<file path="src/rtl/core/gqtl_pkg.sv">
package gqtl_pkg;

  localparam int unsigned CODE_BITS_DFLT  = 8;
  localparam int unsigned COORD_BITS_DFLT = 16;
  localparam int unsigned CODE_MAX_BITS   = 8;
  localparam int unsigned COORD_MAX_BITS  = 24;
  localparam int unsigned CFG_IDX_BITS    = 4;
  localparam int unsigned CFG_DATA_BITS   = 16;
  localparam int unsigned WDATA_BITS      = 40;
  localparam int unsigned CMD_Q_DEPTH     = 2;
  localparam int unsigned RES_Q_DEPTH     = 2;

  localparam logic KIND_VERTEX  = 1'b0;
  localparam logic KIND_SUMMARY = 1'b1;

  typedef enum logic [1:0] {
    CMD_METRIC = 2'd0,
    CMD_CORNER = 2'd1,
    CMD_KERN   = 2'd2,
    CMD_LAYOUT = 2'd3
  } cmd_e;

  typedef enum logic [CFG_IDX_BITS-1:0] {
    CFG_ORIGIN_X      = 4'd0,
    CFG_ORIGIN_Y      = 4'd1,
    CFG_EXTRA_SPACING = 4'd2,
    CFG_GLYPH_LIMIT   = 4'd3
  } cfg_idx_e;

  typedef enum logic [1:0] {
    B_IDLE,
    B_KERN,
    B_PLACE,
    B_UPD
  } b_state_e;

  typedef struct packed {
    logic [1:0]        cmd;
    logic [7:0]        char_code;
    logic [7:0]        pair_code;
    logic [1:0]        corner;
    logic [7:0]        glyph_width;
    logic [7:0]        glyph_height;
    logic signed [7:0] offset_x;
    logic signed [7:0] offset_y;
    logic signed [7:0] advance;
    logic signed [7:0] kern_amount;
    logic [31:0]       tex_uv;
    logic              end_of_text;
  } in_item_t;

  typedef struct packed {
    logic               kind;
    logic signed [15:0] pos_x;
    logic signed [15:0] pos_y;
    logic [31:0]        vertex_uv;
    logic [15:0]        glyphs_drawn;
    logic signed [15:0] box_min_x;
    logic signed [15:0] box_min_y;
    logic signed [15:0] box_max_x;
    logic signed [15:0] box_max_y;
    logic               last;
  } out_item_t;

  typedef struct packed {
    logic signed [15:0] origin_x;
    logic signed [15:0] origin_y;
    logic signed [7:0]  extra_spacing;
    logic [15:0]        glyph_limit;
  } cfg_t;

  typedef struct packed {
    logic [7:0]        w;
    logic [7:0]        h;
    logic signed [7:0] ox;
    logic signed [7:0] oy;
    logic signed [7:0] adv;
  } metric_t;

  // classified command between front and back
  typedef struct packed {
    cmd_e                    op;
    logic [CODE_MAX_BITS-1:0] code;
    logic [CODE_MAX_BITS-1:0] pair;
    logic [1:0]              corner;
    logic [WDATA_BITS-1:0]   wdata;
    logic                    eot;
  } cmd_item_t;

  // one laid-out character handed to the emitter
  typedef struct packed {
    logic                             has_quad;
    logic                             has_sum;
    logic signed [COORD_MAX_BITS-1:0] x0;
    logic signed [COORD_MAX_BITS-1:0] y0;
    logic signed [COORD_MAX_BITS-1:0] x1;
    logic signed [COORD_MAX_BITS-1:0] y1;
    logic [3:0][31:0]                 uv;
    logic [15:0]                      count;
    logic signed [COORD_MAX_BITS-1:0] bmin_x;
    logic signed [COORD_MAX_BITS-1:0] bmin_y;
    logic signed [COORD_MAX_BITS-1:0] bmax_x;
    logic signed [COORD_MAX_BITS-1:0] bmax_y;
  } job_t;

  localparam logic signed [COORD_MAX_BITS-1:0] S16_MAX = COORD_MAX_BITS'(32767);
  localparam logic signed [COORD_MAX_BITS-1:0] S16_MIN = ~S16_MAX;

  function automatic logic signed [15:0] sat16(input logic signed [COORD_MAX_BITS-1:0] v);
    logic signed [COORD_MAX_BITS-1:0] r;
    if (v > S16_MAX) begin
      r = S16_MAX;
    end else if (v < S16_MIN) begin
      r = S16_MIN;
    end else begin
      r = v;
    end
    return r[15:0];
  endfunction

endpackage

</file>
<file path="src/rtl/core/gqtl_emit.sv">
module gqtl_emit import gqtl_pkg::*; (
  input  logic      clk_i,
  input  logic      rst_ni,
  input  job_t      job_i,
  input  logic      job_valid_i,
  output logic      job_ready_o,
  output out_item_t res_o,
  output logic      res_push_o,
  input  logic      res_full_i
);

  localparam logic [2:0] PH_FIRST = 3'd0;
  localparam logic [2:0] PH_LAST_VTX = 3'd3;
  localparam logic [2:0] PH_SUM = 3'd4;

  job_t       cur_q;
  logic       busy_q;
  logic [2:0] phase_q;
  logic       final_step, take;

  assign final_step  = ((phase_q == PH_LAST_VTX) && !cur_q.has_sum) || (phase_q == PH_SUM);
  assign res_push_o  = busy_q && !res_full_i;
  assign job_ready_o = !busy_q || (res_push_o && final_step);
  assign take        = job_valid_i && job_ready_o;

  always_ff @(posedge clk_i or negedge rst_ni) begin
    if (!rst_ni) begin
      busy_q  <= 1'b0;
      phase_q <= PH_FIRST;
    end else if (take) begin
      busy_q  <= 1'b1;
      phase_q <= job_i.has_quad ? PH_FIRST : PH_SUM;
    end else if (res_push_o) begin
      if (final_step) begin
        busy_q <= 1'b0;
      end else begin
        phase_q <= (phase_q == PH_LAST_VTX) ? PH_SUM : phase_q + 1'b1;
      end
    end
  end

  always_ff @(posedge clk_i) begin
    if (take) begin
      cur_q <= job_i;
    end
  end

  always_comb begin
    res_o      = '0;
    res_o.last = final_step;
    if (phase_q == PH_SUM) begin
      res_o.kind         = KIND_SUMMARY;
      res_o.glyphs_drawn = cur_q.count;
      res_o.box_min_x    = sat16(cur_q.bmin_x);
      res_o.box_min_y    = sat16(cur_q.bmin_y);
      res_o.box_max_x    = sat16(cur_q.bmax_x);
      res_o.box_max_y    = sat16(cur_q.bmax_y);
    end else begin
      // corners: top-left, top-right, bottom-right, bottom-left
      res_o.kind      = KIND_VERTEX;
      res_o.pos_x     = sat16((phase_q[0] ^ phase_q[1]) ? cur_q.x1 : cur_q.x0);
      res_o.pos_y     = sat16(phase_q[1] ? cur_q.y1 : cur_q.y0);
      res_o.vertex_uv = cur_q.uv[phase_q[1:0]];
    end
  end

endmodule

</file>
<file path="config.mk">
export PLATFORM = sky130hd
export DESIGN_NAME = gqtl_emit
export DESIGN_NICKNAME = d
export VERILOG_FILES = /design/src/rtl/core/gqtl_pkg.sv /design/src/rtl/core/gqtl_emit.sv
export SDC_FILE = /design/constraint.sdc
export NUM_CORES = 1
export LEC_CHECK = 0
export BUFFER_PORTS_ARGS = -buffer_cell sky130_fd_sc_hd__buf_2
export CAP_MARGIN = 20
export CORE_AREA = 2 2 193 195
export CTS_BUF_LIST = sky130_fd_sc_hd__clkbuf_8 sky130_fd_sc_hd__clkbuf_16
export DETAILED_ROUTE_END_ITERATION = 8
export DIE_AREA = 0 0 195 197
export PLACE_DENSITY = 0.65
export REMOVE_ABC_BUFFERS = 1
export SETUP_SLACK_MARGIN = 0.15
export SLEW_MARGIN = 20
export SYNTH_ARGS = -nofsm -noshare
export SYNTH_HDL_FRONTEND = slang
export SYNTH_SLANG_ARGS = --single-unit
export TNS_END_PERCENT = 100
</file>
<file path="constraint.sdc">
create_clock -name clk_i -period 14.65 [get_ports clk_i]
set_input_delay 2.93 -clock clk_i [delete_from_list [all_inputs] [get_ports clk_i]]
set_output_delay 2.93 -clock clk_i [all_outputs]
set_load 0.005 [all_outputs]
</file>
# ---- After elaboration in Yosys (flattened, before gate mapping)
# Cells that the tools add are included.
# Widths: inputs -> output; s select.
dict set report totals {
  elab_cells 74
  regBits 341
  mem_bits_ro 0
  memories 0
  input_bits 342
  latch_bits 0
  ram_bits 0
}
dict set report classes {
  shifts 0
  muxes 27
  n_mul 0
  addsub 1
  n_bitwise 1
  eq_ne 3
  reduce_logical 13
  order_cmp 13
  div_mod_pow 0
}
# op count
set ops {}
lappend ops {{$mux 16} 12}
lappend ops {{$gt 24x16->1 const B} 6}
lappend ops {{$lt 24x16->1 const B} 6}
lappend ops {{$mux 80} 1}
lappend ops {{$bmux 32 s2} 1}
lappend ops {{$mux 64} 1}
lappend ops {{$mux 24} 2}
lappend ops {{$mux 32} 1}
lappend ops {{$mux 3} 5}
lappend ops {{$logic_and 1x1->1} 4}
lappend ops {{$mux 1} 4}
lappend ops {{$reduce_and 2->1} 2}
lappend ops {{$reduce_bool 2->1} 2}
lappend ops {{$add 3x1->3 const B} 1}
lappend ops {{$eq 3x2->1 const B} 1}
lappend ops {{$eq 3x3->1 const B} 1}
lappend ops {{$logic_not 1->1} 3}
lappend ops {{$lt 2x3->1 const B} 1}
lappend ops {{$logic_or 1x1->1} 2}
lappend ops {{$ne 2x1->1 const B} 1}
lappend ops {{$xor 1x1->1} 1}

# ---- Logic depth before layout (Yosys ltp)
# Gate-level depths: netlist of the first run.
dict set report depth {
  depth_word 8
  mapped_depth 10
  ltp_nobuf 7
}

# ---- Worst setup path before layout of the first run
# No wires, ideal clock.
dict set report synth_path {
  kind {in2reg}
  start {in res_full_i}
  end {reg phase_q[2]}
  path_slack_ps 1777
  t_required_ps 14128
  cell_stages 3
  arrival_time_ps 12351
  path_buffers 0
  setup_time_ps 522
  cell_sequence {a21o_1 -> a21boi_2 -> mux2i_1}
}
dict set report synth_between {
  elab_chain_cells 7
}
# item line
set synth_rtl {}
lappend synth_rtl {{start: declaration} gqtl_emit.sv:9} ;# input logic res_full_i
lappend synth_rtl {{$logic_not 1->1 *} gqtl_emit.sv:22} ;# assign res_push_o = busy_q && !res_full_i;
lappend synth_rtl {{$logic_and 1x1->1 *} gqtl_emit.sv:22}
lappend synth_rtl {{$logic_and 1x1->1 *} gqtl_emit.sv:23} ;# assign job_ready_o = !busy_q || (res_push_o && final_step);
lappend synth_rtl {{$logic_or 1x1->1 *} gqtl_emit.sv:23}
lappend synth_rtl {{$logic_and 1x1->1 *} gqtl_emit.sv:24} ;# assign take = job_valid_i && job_ready_o;
lappend synth_rtl {{net take} gqtl_emit.sv:19} ;# logic final_step, take;
lappend synth_rtl {{$ne 2x1->1 (no source line) / $reduce_bool 2->1 (equally long branches)} -}
lappend synth_rtl {{$reduce_and 2->1 (no source line)} -}
lappend synth_rtl {{end signal: assignment} gqtl_emit.sv:32} ;# phase_q <= job_i.has_quad ? PH_FIRST : PH_SUM;
lappend synth_rtl {{end signal: assignment} gqtl_emit.sv:37} ;# phase_q <= (phase_q == PH_LAST_VTX) ? PH_SUM : phase_q + 1'b1;
lappend synth_rtl {{end: declaration} gqtl_emit.sv:18} ;# logic [2:0] phase_q;
# The timed path passes the listed nets; every way through them passes the cells marked *.
# A chain may end at the register's enable or synchronous reset.

==> results.cfg, run 1 <==
[power]
power_density_mw_per_mm2 = 183
net-switching-power_w = 0.000954
power.share.switching_pct = 30.5
vdd_drop_max_mv = 0.122
cellLeakagePower_nw = 6.85
seqPwrFrac_pct = 42.9
combPwrFrac_pct = 29.5
p_int_w = 0.00218
clockPowerShare_pct = 27.6

[worst_setup_path]
crit_path_end_kind = output port
crit_fanout = 40
rr_startpoint = phase_q[1]$_DFFE_PN0P_
crit_required_ns = 11.72
slowest_stage = clkinv_1
criticalPathCategory = reg -> out
timing.rr.end = cur_q[246]$_DFFE_PP_
reg2regPathDepth = 8
r2r_slack_ns = 10.46
cp-start-kind = flip-flop
path_cells = inv_1 -> ha_1 -> nand2_2 -> clkinv_1 -> a221oi_2 -> o21ai_2 -> o21ai_0 -> buf_2
arrival_ns = 4.50
slowest_delay_ns = 1.06

[grt]
busiest_layer = met2
grt_pass1_vias = 8841
grt_util_met3_pct = 5.00
overflow = 0
gr-usage-met2_pct = 30.3
grt_max_degree = 82
antenna_found_initial = 7
track_usage_pct = 17.6
grt_first_pass_wirelength_um = 51000
use_met1_pct = 20.6

[final_layout]
final_cell_mix = 489 x buf_2, 337 x edfxtp_1, 121 x nor2_1
seq_area_sq_mm = 0.0102
final_common_cell = buf_2
stdcell_count = 1734
fin_util_pct = 47.2
design_area_sq_mm = 0.0171
num-nets-final = 1576
multi_input_area_sq_mm = 0.00262
fillCellCount = 3223
areaGrowthSynthToFinish_pct = 31.2
drive_gt1_share_pct = 47.5

[sta]
setup_viol = 0
fin_crit_sh_pct = 50.7
drv_slew = 0
holdWs_ns = 0.632
fmax_mhz = 135
final.setup.tns_ns = 0
rsz0062_at_grt = no
relSlewSlack_pct = 31.9
hold_viol = 0
fin_crit_ns = 7.43
tightest_slew_ns = 1.02
clock_skew_ns = 0.0296

[drt]
final_antenna_net_count = 0
vias_per_cell = 4.80
wire_per_inst_um = 19.9
drt-initial-drc-count = 395
first_pass_iters = 5
drt_wl_total_um = 34500
drc = 0
num_vias = 8325

[clock_tree]
cts_setup_buffers = 0
cts.sinks = 341
clk_latency_ns = 0.54
clkTransAtPathRegs_ns = 0.06
cts_hold_buf = 0
cts_buffers = 37
clockRootBuffer = clkbuf_16
cts_resized = 0
clk_path_buf_depth = 3
cts_tree = yes
htreeDepth = 2

[die]
core_sq_mm = 0.0363
dieHeight_um = 197
dieWidth_um = 195
initial_core_util_pct = 36.0
dieArea_sq_mm = 0.0384
ios = 490
fp-row-count = 70

[place]
place.gp.congestion = 0.819
dp_hpwl_um = 25000
place_inst = 1659
place_area_sq_mm = 0.0159
port_buffers = 489

[min_path]
hold_depth = 2
hp-start = busy_q$_DFFE_PN0P_
min_path_type = reg -> reg
holdPathEnd = busy_q$_DFFE_PN0P_

[synthesis]
syn_avg_cell_area_sq_um = 17.9
netlist_area_sq_mm = 0.0131
yosysWarnings = 0
ys_types = 39
ys_seq_area_share_pct = 78.3
synth-seq-cells = 341
synthCells = 729

[status]
outcome = completed

[flow_run]
drv_cap = 0
==> state kept, by name, indices dropped and copies added, names as in the netlist <==
signal and count:
busy_q 1, cur_q 337, phase_q 3
==> cell type report <==
type                            count  share of cell area, %
Timing Repair Buffer              498                   14.8
Sequential cell                   341                   59.7
Clock inverter                     29                  0.921
Multi-Input combinational cell    349                   15.3
Tap cell                          468                   3.42
Clock buffer                       39                   5.70
Antenna cell                        6                 0.0877
Inverter                            4                 0.0877
==> metrics by stage <==
stage | setup WS [ns] | power, W
6_report | 7.22 | 0.00313
5_1_grt | 6.63 | 0.00330
4_1_cts | 7.07 | 0.00317
3_5_place_dp | 7.69 | 0.00230
3_3_place_gp | 7.93 | 0.00228
2_1_floorplan | 1.78 | 0.00192
==> power groups by stage <==
stage	logic, W	registers, W	clock network, W
6_report	0.000924	0.00134	0.000865
5_1_grt	0.00102	0.00136	0.000925
4_1_cts	0.000937	0.00134	0.000891
3_5_place_dp	0.000933	0.00136	0
3_3_place_gp	0.000923	0.00135	0
2_1_floorplan	0.000479	0.00144	0
==> how the worst max path moves through the flow <==
stage	from	to	slack, ns	depth (start not counted)
finish	phase_q[1]$_DFFE_PN0P_	res_o[117]	7.22	8
CTS	phase_q[1]$_DFFE_PN0P_	res_o[53]	7.07	7
global route	phase_q[1]$_DFFE_PN0P_	res_o[117]	6.63	8
detailed placement	phase_q[1]$_DFFE_PN0P_	res_o[53]	7.69	7
floorplan	res_full_i	phase_q[2]$_DFFE_PN0P_	1.78	3
global placement	phase_q[1]$_DFFE_PN0P_	res_o[44]	7.93	7
==> routing by layer <==
metal  part of all wire (%)  vias to the layer above  routed length [um]
li1                       -                     3844                   -
met1                     38                     4049               13100
met2                     51                      356               17500
met3                    8.0                       74                2770
met4                    3.2                        2                1100
met5                  0.026                        -                   9
==> worst max-delay path: cells and delay by family (launching register included) <==
family	cells	cell delay [ns]
buffers and inverters	3	1.28
AOI/OAI and AO/OA	3	1.13
and+or+nand+nor	1	0.73
adders and majority gates	1	0.43
DFF	1	0.37
==> cell usage after synthesis <==
| cell type | n | share of area (%) |
|---|---|---|
| a21oi_1 | 7 | 0.27 |
| a221oi_2 | 1 | 0.11 |
| nand4b_1 | 1 | 0.067 |
| buf_4 | 6 | 0.35 |
| nand2_2 | 1 | 0.048 |
| and3_1 | 20 | 0.96 |
| nand4_1 | 16 | 0.77 |
| o21ai_0 | 10 | 0.38 |
| mux4_1 | 4 | 0.81 |
| o21ai_2 | 13 | 0.87 |
| buf_6 | 7 | 0.60 |
| a21boi_2 | 1 | 0.086 |
| o211ai_1 | 1 | 0.058 |
| mux4_2 | 28 | 4.8 |
| nand2_1 | 9 | 0.26 |
| nor3_1 | 1 | 0.038 |
| nor2_1 | 121 | 3.5 |
| mux2_2 | 2 | 0.17 |
| nand2b_1 | 3 | 0.14 |
| clkbuf_4 | 2 | 0.11 |
| a211oi_1 | 3 | 0.17 |
| edfxtp_1 | 337 | 78 |
| o22ai_1 | 1 | 0.048 |
| buf_2 | 9 | 0.35 |
| ha_1 | 3 | 0.29 |
| clkbuf_1 | 11 | 0.32 |
| nor4_1 | 16 | 0.77 |
| and2_1 | 32 | 1.5 |
| o21a_1 | 2 | 0.11 |
| and2b_1 | 1 | 0.058 |
| dfrtp_1 | 4 | 0.77 |
| and2_4 | 1 | 0.067 |
| o31ai_1 | 15 | 0.86 |
| nor2b_1 | 2 | 0.096 |
| inv_1 | 4 | 0.11 |
| or3_1 | 1 | 0.048 |
| a21o_1 | 1 | 0.058 |
| mux2i_1 | 31 | 2.4 |
| nand3_1 | 1 | 0.038 |
==> logic make-up (layout without fill, tap and decap cells) <==
logic type                 Yosys count  in the layout  synth area share [%]
other                                0              6                     0
buffers and inverters               39            570                  1.84
muxes                               65             65                  8.18
adders and majority gates            3              3                 0.288
DFF                                341            341                  78.3
AOI/OAI and AO/OA                   55             55                  3.04
and+or+nand+nor                    226            226                  8.37
Power figures use the tool's default switching activity.
==> run 2: changes to the inputs <==
--- a/config.mk
+++ b/config.mk
@@ -7,11 +7,11 @@
 export LEC_CHECK = 0
 export BUFFER_PORTS_ARGS = -buffer_cell sky130_fd_sc_hd__buf_2
 export CAP_MARGIN = 20
-export CORE_AREA = 2 2 193 195
+export CORE_AREA = 2 2 192 194
 export CTS_BUF_LIST = sky130_fd_sc_hd__clkbuf_8 sky130_fd_sc_hd__clkbuf_16
 export DETAILED_ROUTE_END_ITERATION = 8
-export DIE_AREA = 0 0 195 197
-export PLACE_DENSITY = 0.65
+export DIE_AREA = 0 0 194 196
+export PLACE_DENSITY = 0.67
 export REMOVE_ABC_BUFFERS = 1
 export SETUP_SLACK_MARGIN = 0.15
 export SLEW_MARGIN = 20
==> constraint.sdc (replaced) <==
create_clock -name clk_i -period 6.45 [get_ports clk_i]
set_input_delay 1.29 -clock clk_i [delete_from_list [all_inputs] [get_ports clk_i]]
set_output_delay 1.29 -clock clk_i [all_outputs]
set_load 0.005 [all_outputs]
==> results.cfg, run 2 (same netlist as run 1, synthesis figures left out) <==
[power]
cellLeakagePower_nw = 6.83
power.share.switching_pct = 30.3
net-switching-power_w = 0.00216
p_total_w = 0.00714
vdd_drop_max_mv = 0.265
combPwrFrac_pct = 29.5
clockPowerShare_pct = 27.9
p_int_w = 0.00498
power_density_mw_per_mm2 = 417
seqPwrFrac_pct = 42.6

[clock_tree]
clk_path_buf_depth = 3
htreeDepth = 2
cts.sinks = 341
clkTransAtPathRegs_ns = 0.06
cts_buffers = 37
clockRootBuffer = clkbuf_16
cts_hold_buf = 0
cts_tree = yes
cts_resized = 0
clk_latency_ns = 0.53
cts_setup_buffers = 0

[die]
initial_core_util_pct = 36.2
core_sq_mm = 0.0361
dieArea_sq_mm = 0.0380
fp-row-count = 70
dieWidth_um = 194
dieHeight_um = 196
ios = 490

[worst_setup_path]
rr_startpoint = phase_q[1]$_DFFE_PN0P_
crit_required_ns = 5.16
arrival_ns = 3.60
criticalPathCategory = reg -> out
crit_fanout = 22
crit_path_end_kind = output port
cp-start-kind = flip-flop
cp-startpoint = phase_q[1]$_DFFE_PN0P_

[sta]
tightest_slew_ns = 1.02
hold_viol = 0
relSlewSlack_pct = 31.8
drv_slew = 0
setup_viol = 0
fin_crit_sh_pct = 75.8
rsz0062_at_grt = no
clock_skew_ns = 0.0118
fmax_mhz = 205
fin_crit_ns = 4.89

[drt]
wire_per_inst_um = 19.6
drt-initial-drc-count = 465
num_vias = 8342
first_pass_iters = 4
vias_per_cell = 4.82
final_antenna_net_count = 0
drc = 0
drt_wl_total_um = 33900

[place]
dp_hpwl_um = 24500
place.gp.congestion = 0.801
port_buffers = 489

[grt]
overflow = 0
grt_max_degree = 154
grt_pass1_vias = 8631
track_usage_pct = 17.3
antenna_found_initial = 9
grt_first_pass_wirelength_um = 49600

[final_layout]
final_common_cell = buf_2
areaGrowthSynthToFinish_pct = 31.3
final_cell_mix = 489 x buf_2, 337 x edfxtp_1, 121 x nor2_1
regMostFlops = cur_q
reg_top3 = cur_q x337, phase_q x3, busy_q x1
fin_util_pct = 47.5
largest_reg_flops = 337
fillCellCount = 3179
drive_gt1_share_pct = 47.6
num-nets-final = 1576

[min_path]
min_path_type = in -> async

[status]
outcome = completed

[flow_run]
drv_cap = 0
run 2: cell count changes in the layout (fill, tap and decap cells not counted):
cell / change
diode_2: +1
a21oi_2: -1
inv_6: -2
buf_16: -1
buf_4: -2
clkinv_1: +2
a21oi_1: +1
buf_12: +3
bufinv_16: +1
inv_1: -7
clkinv_2: +1
run 2: power by group through the flow:
stage / logic (W) / clock network, W / registers (W)
global placement: 0.00212 / 0 / 0.00307
floorplan: 0.00109 / 0 / 0.00328
CTS: 0.00214 / 0.00205 / 0.00305
global route: 0.00230 / 0.00214 / 0.00308
finish: 0.00211 / 0.00199 / 0.00305
detailed placement: 0.00214 / 0 / 0.00309
run 2: final cells by class:
cell class / count / area [sq um] / area share, %
flip-flops and latches: 341 / 10200 / 59.6
clock buffers: 39 / 976 / 5.69
clock inverters: 24 / 156 / 0.912
multi-input cells: 349 / 2620 / 15.3
well taps: 468 / 586 / 3.42
repair buffers: 498 / 2550 / 14.9
diodes: 7 / 17.5 / 0.102
inverters: 4 / 15.0 / 0.0876
run 2: stage by stage:
| stage | setup TNS, ns | cell area (sq um) | hold slack (ns) | std cells | worst slack (ns) |
|---|---|---|---|---|---|
| after floorplan | -1917.90 | 12800 | 0.528 | 694 | -5.79 |
| after global placement | 0 | 16000 | 0.597 | 1660 | 2.22 |
| after detailed placement | 0 | 16000 | 0.637 | 1660 | 2.11 |
| after CTS | 0 | 17100 | 0.550 | 1723 | 1.52 |
| after global routing | 0 | 17100 | 0.560 | 1730 | 1.24 |
| final | 0 | 17100 | 0.578 | 1730 | 1.56 |
run 2: final timing paths:
path,endpoint,cells after the start,slack (ns)
max in group asynchronous,phase_q[1]$_DFFE_PN0P_,1,5.69
setup / recovery,res_o[44],7,1.56
hold / removal,busy_q$_DFFE_PN0P_,1,0.58
min in group clk_i,busy_q$_DFFE_PN0P_,2,0.66
hold reg to reg,busy_q$_DFFE_PN0P_,2,0.66
setup reg to reg,cur_q[299]$_DFFE_PP_,8,2.69
run 2: critical path, stage by stage, from the launching register on:
cell and delay, ns:
dfrtp_2 0.39, inv_1 0.10, ha_1 0.64, nand2_2 0.10
inv_1 0.74, nand2_1 0.53, nor2_1 0.37, buf_2 0.18
run 2: routing by layer:
layer	share of wire (%)	global-route usage, %	vias up
met2	50	28.7	379
met5	0.071	0	-
met4	3.2	8.00	4
met3	8.1	5.31	74
li1	-	-	3846
met1	38	20.8	4039
==> run 3: changes to the inputs <==
--- a/config.mk
+++ b/config.mk
@@ -5,13 +5,14 @@
 export SDC_FILE = /design/constraint.sdc
 export NUM_CORES = 1
 export LEC_CHECK = 0
+export ABC_AREA = 1
 export BUFFER_PORTS_ARGS = -buffer_cell sky130_fd_sc_hd__buf_2
 export CAP_MARGIN = 20
-export CORE_AREA = 2 2 192 194
+export CORE_AREA = 2 2 189 191
 export CTS_BUF_LIST = sky130_fd_sc_hd__clkbuf_8 sky130_fd_sc_hd__clkbuf_16
 export DETAILED_ROUTE_END_ITERATION = 8
-export DIE_AREA = 0 0 194 196
-export PLACE_DENSITY = 0.67
+export DIE_AREA = 0 0 191 193
+export PLACE_DENSITY = 0.68
 export REMOVE_ABC_BUFFERS = 1
 export SETUP_SLACK_MARGIN = 0.15
 export SLEW_MARGIN = 20
==> constraint.sdc (replaced) <==
create_clock -name clk_i -period 4.57 [get_ports clk_i]
set_input_delay 0.914 -clock clk_i [delete_from_list [all_inputs] [get_ports clk_i]]
set_output_delay 0.914 -clock clk_i [all_outputs]
set_load 0.005 [all_outputs]
==> results.cfg, run 3 <==
[sta]
fin_crit_ns = 4.01
fin_crit_sh_pct = 87.8
finalWorstSetupSlack_ns = 0.560
rsz0062_at_grt = no
setup_viol = 0
relSlewSlack_pct = 33.1
drv_slew = 0
final.setup.tns_ns = 0
tightest_slew_ns = 0.997
hold_viol = 0
fmax_mhz = 249
clock_skew_ns = 0.0274

[final_layout]
design_area_sq_mm = 0.0177
final_common_cell = buf_2
fin_util_pct = 50.6
reg_top3 = cur_q x337, phase_q x3, busy_q x1
num-nets-final = 1949
regMostFlops = cur_q
areaGrowthSynthToFinish_pct = 30.1
largest_reg_flops = 337
final_cell_mix = 489 x buf_2, 337 x edfxtp_1, 222 x nor2_1
drive_gt1_share_pct = 35.7

[power]
p_total_w = 0.0106
cellLeakagePower_nw = 7.52
vdd_drop_max_mv = 0.474
power_density_mw_per_mm2 = 598

[synthesis]
synth_simple_gate_area_share_pct = 12.8
synth_edf_count = 337
synth_top_cells_by_area = edfxtp_1 74%, nor2_1 6.1%, nand2_1 5.8%, a21oi_1 4.2%, o21ai_0 2.6%
synth_top_area_share_pct = 74.4
ys_async_sr_fraction_pct = 1.17
synth_common_cells = 337 x edfxtp_1, 222 x nor2_1, 210 x nand2_1
yosysWarnings = 0
ys_seq_area_share_pct = 75.2
synth_area_leader_cell = edfxtp_1
ys_types = 23
synth_top_family_by_area = simple AND/OR/NAND/NOR gates
synthCells = 1118
synth.most_common_cell = edfxtp_1
synth_compound_gate_area_share_pct = 7.73
syn_avg_cell_area_sq_um = 12.2
synth_adder_area_share_pct = 0.276
netlist_area_sq_mm = 0.0136
synth_ff_type = edfxtp_1
muxShareOfSynthArea_pct = 0
synthXorXnorAreaFrac_pct = 0
synth-seq-cells = 341

[place]
dp_hpwl_um = 26800
place_area_sq_mm = 0.0165
dp_slack_ns = 1.11
place.gp.congestion = 0.836
port_buffers = 489

[clock_tree]
cts_tree = yes
cts.sinks = 341
clockRootBuffer = clkbuf_16
cts_buffers = 37
htreeDepth = 2
cts_resized = 0
cts_hold_buf = 0
clk_latency_ns = 0.54
cts_setup_buffers = 0
clk_path_buf_depth = 3
clkTransAtPathRegs_ns = 0.06

[worst_setup_path]
criticalPathCategory = reg -> out
crit_fanout = 21
r2r_slack_ns = 1.28
slowest_delay_ns = 0.64
worst-path-stages = 11
crit_required_ns = 3.66
cp-start-kind = flip-flop
reg2regPathDepth = 9
crit_path_end_kind = output port
cp_common_cell = nand2_1
cp_top_family = simple AND/OR/NAND/NOR gates
crit_buf_inv = 3
slowest_stage = ha_1
arrival_ns = 3.10
path_cells = inv_2 -> ha_1 -> buf_4 -> nand2_1 -> nand2_1 -> nand2_1 -> nor2_1 -> nand3_1 -> nand2_2 -> a21oi_1 -> buf_2

[grt]
grt_max_degree = 67
grt_first_pass_wirelength_um = 54100
antenna_found_initial = 17
grt_pass1_vias = 9975
overflow = 0
track_usage_pct = 19.6

[drt]
vias_per_cell = 4.78
num_vias = 10000
final_antenna_net_count = 0
drt-initial-drc-count = 477
wire_per_inst_um = 18.0
first_pass_iters = 4
drt_wl_total_um = 37800
drc = 0

[die]
dieWidth_um = 191
dieHeight_um = 193
fp-row-count = 69
dieArea_sq_mm = 0.0369
initial_core_util_pct = 38.9
ios = 490
core_sq_mm = 0.0350

[status]
outcome = completed

[flow_run]
drv_cap = 0

[min_path]
min_path_type = in -> async
run 3: worst register-to-register path: stages, from the launching register on:
cell and delay [ns]:
dfrtp_2 0.37, buf_4 0.64, ha_1 0.28, ha_1 0.17, inv_1 0.05, o21ai_1 0.14, inv_1 0.09, o21ai_1 0.20
and2_4 0.57, buf_12 0.39
run 3: routing by layer:
metal | vias up | global-route usage (%) | routed length (um)
met2 | 443 | 33.9 | 18600
met3 | 101 | 7.20 | 3850
met5 | - | 0 | 124
li1 | 4833 | - | -
met1 | 4636 | 21.1 | 13500
met4 | 18 | 10.0 | 1660
run 3: cell families after synthesis:
family,count (synthesis)
AND/OR/NAND/NOR,452
adder cells (fa/ha/maj),3
AO/OA/AOI/OAI,201
flip-flops,341
buffers and inverters,121
run 3: layout make-up:
class / count / area, sq um
inverters: 63 / 240
fillers: 3143 / 17300
diodes: 7 / 17.5
flip-flops and latches: 341 / 10200
clock buffers: 39 / 976
clock inverters: 26 / 209
repair buffers: 505 / 2620
well taps: 461 / 577
multi-input cells: 656 / 2830
run 3: per-stage QoR:
stage / cells / hold slack [ns]
floorplan: 1060 / 0.502
global placement: 2026 / 0.496
detailed placement: 2026 / 0.518
CTS: 2091 / 0.135
global route: 2095 / 0.150
finish: 2098 / 0.172
run 3: report_power, final:
group	switching, W	internal (W)	total [W]
Sequential	0.000141	0.00409	0.00423
Clock	0.00120	0.00171	0.00292
Combinational	0.00226	0.00118	0.00344
Total	0.00360	0.00698	0.0106
run 3: final timing paths:
check	startpoint	end
setup / recovery	phase_q[1]$_DFFE_PN0P_	res_o[132]
hold / removal	rst_ni	phase_q[1]$_DFFE_PN0P_
setup reg to reg	phase_q[0]$_DFFE_PN0P_	cur_q[185]$_DFFE_PP_
hold reg to reg	busy_q$_DFFE_PN0P_	busy_q$_DFFE_PN0P_
max in group asynchronous	rst_ni	phase_q[1]$_DFFE_PN0P_
min in group clk_i	job_i[173]	cur_q[173]$_DFFE_PP_
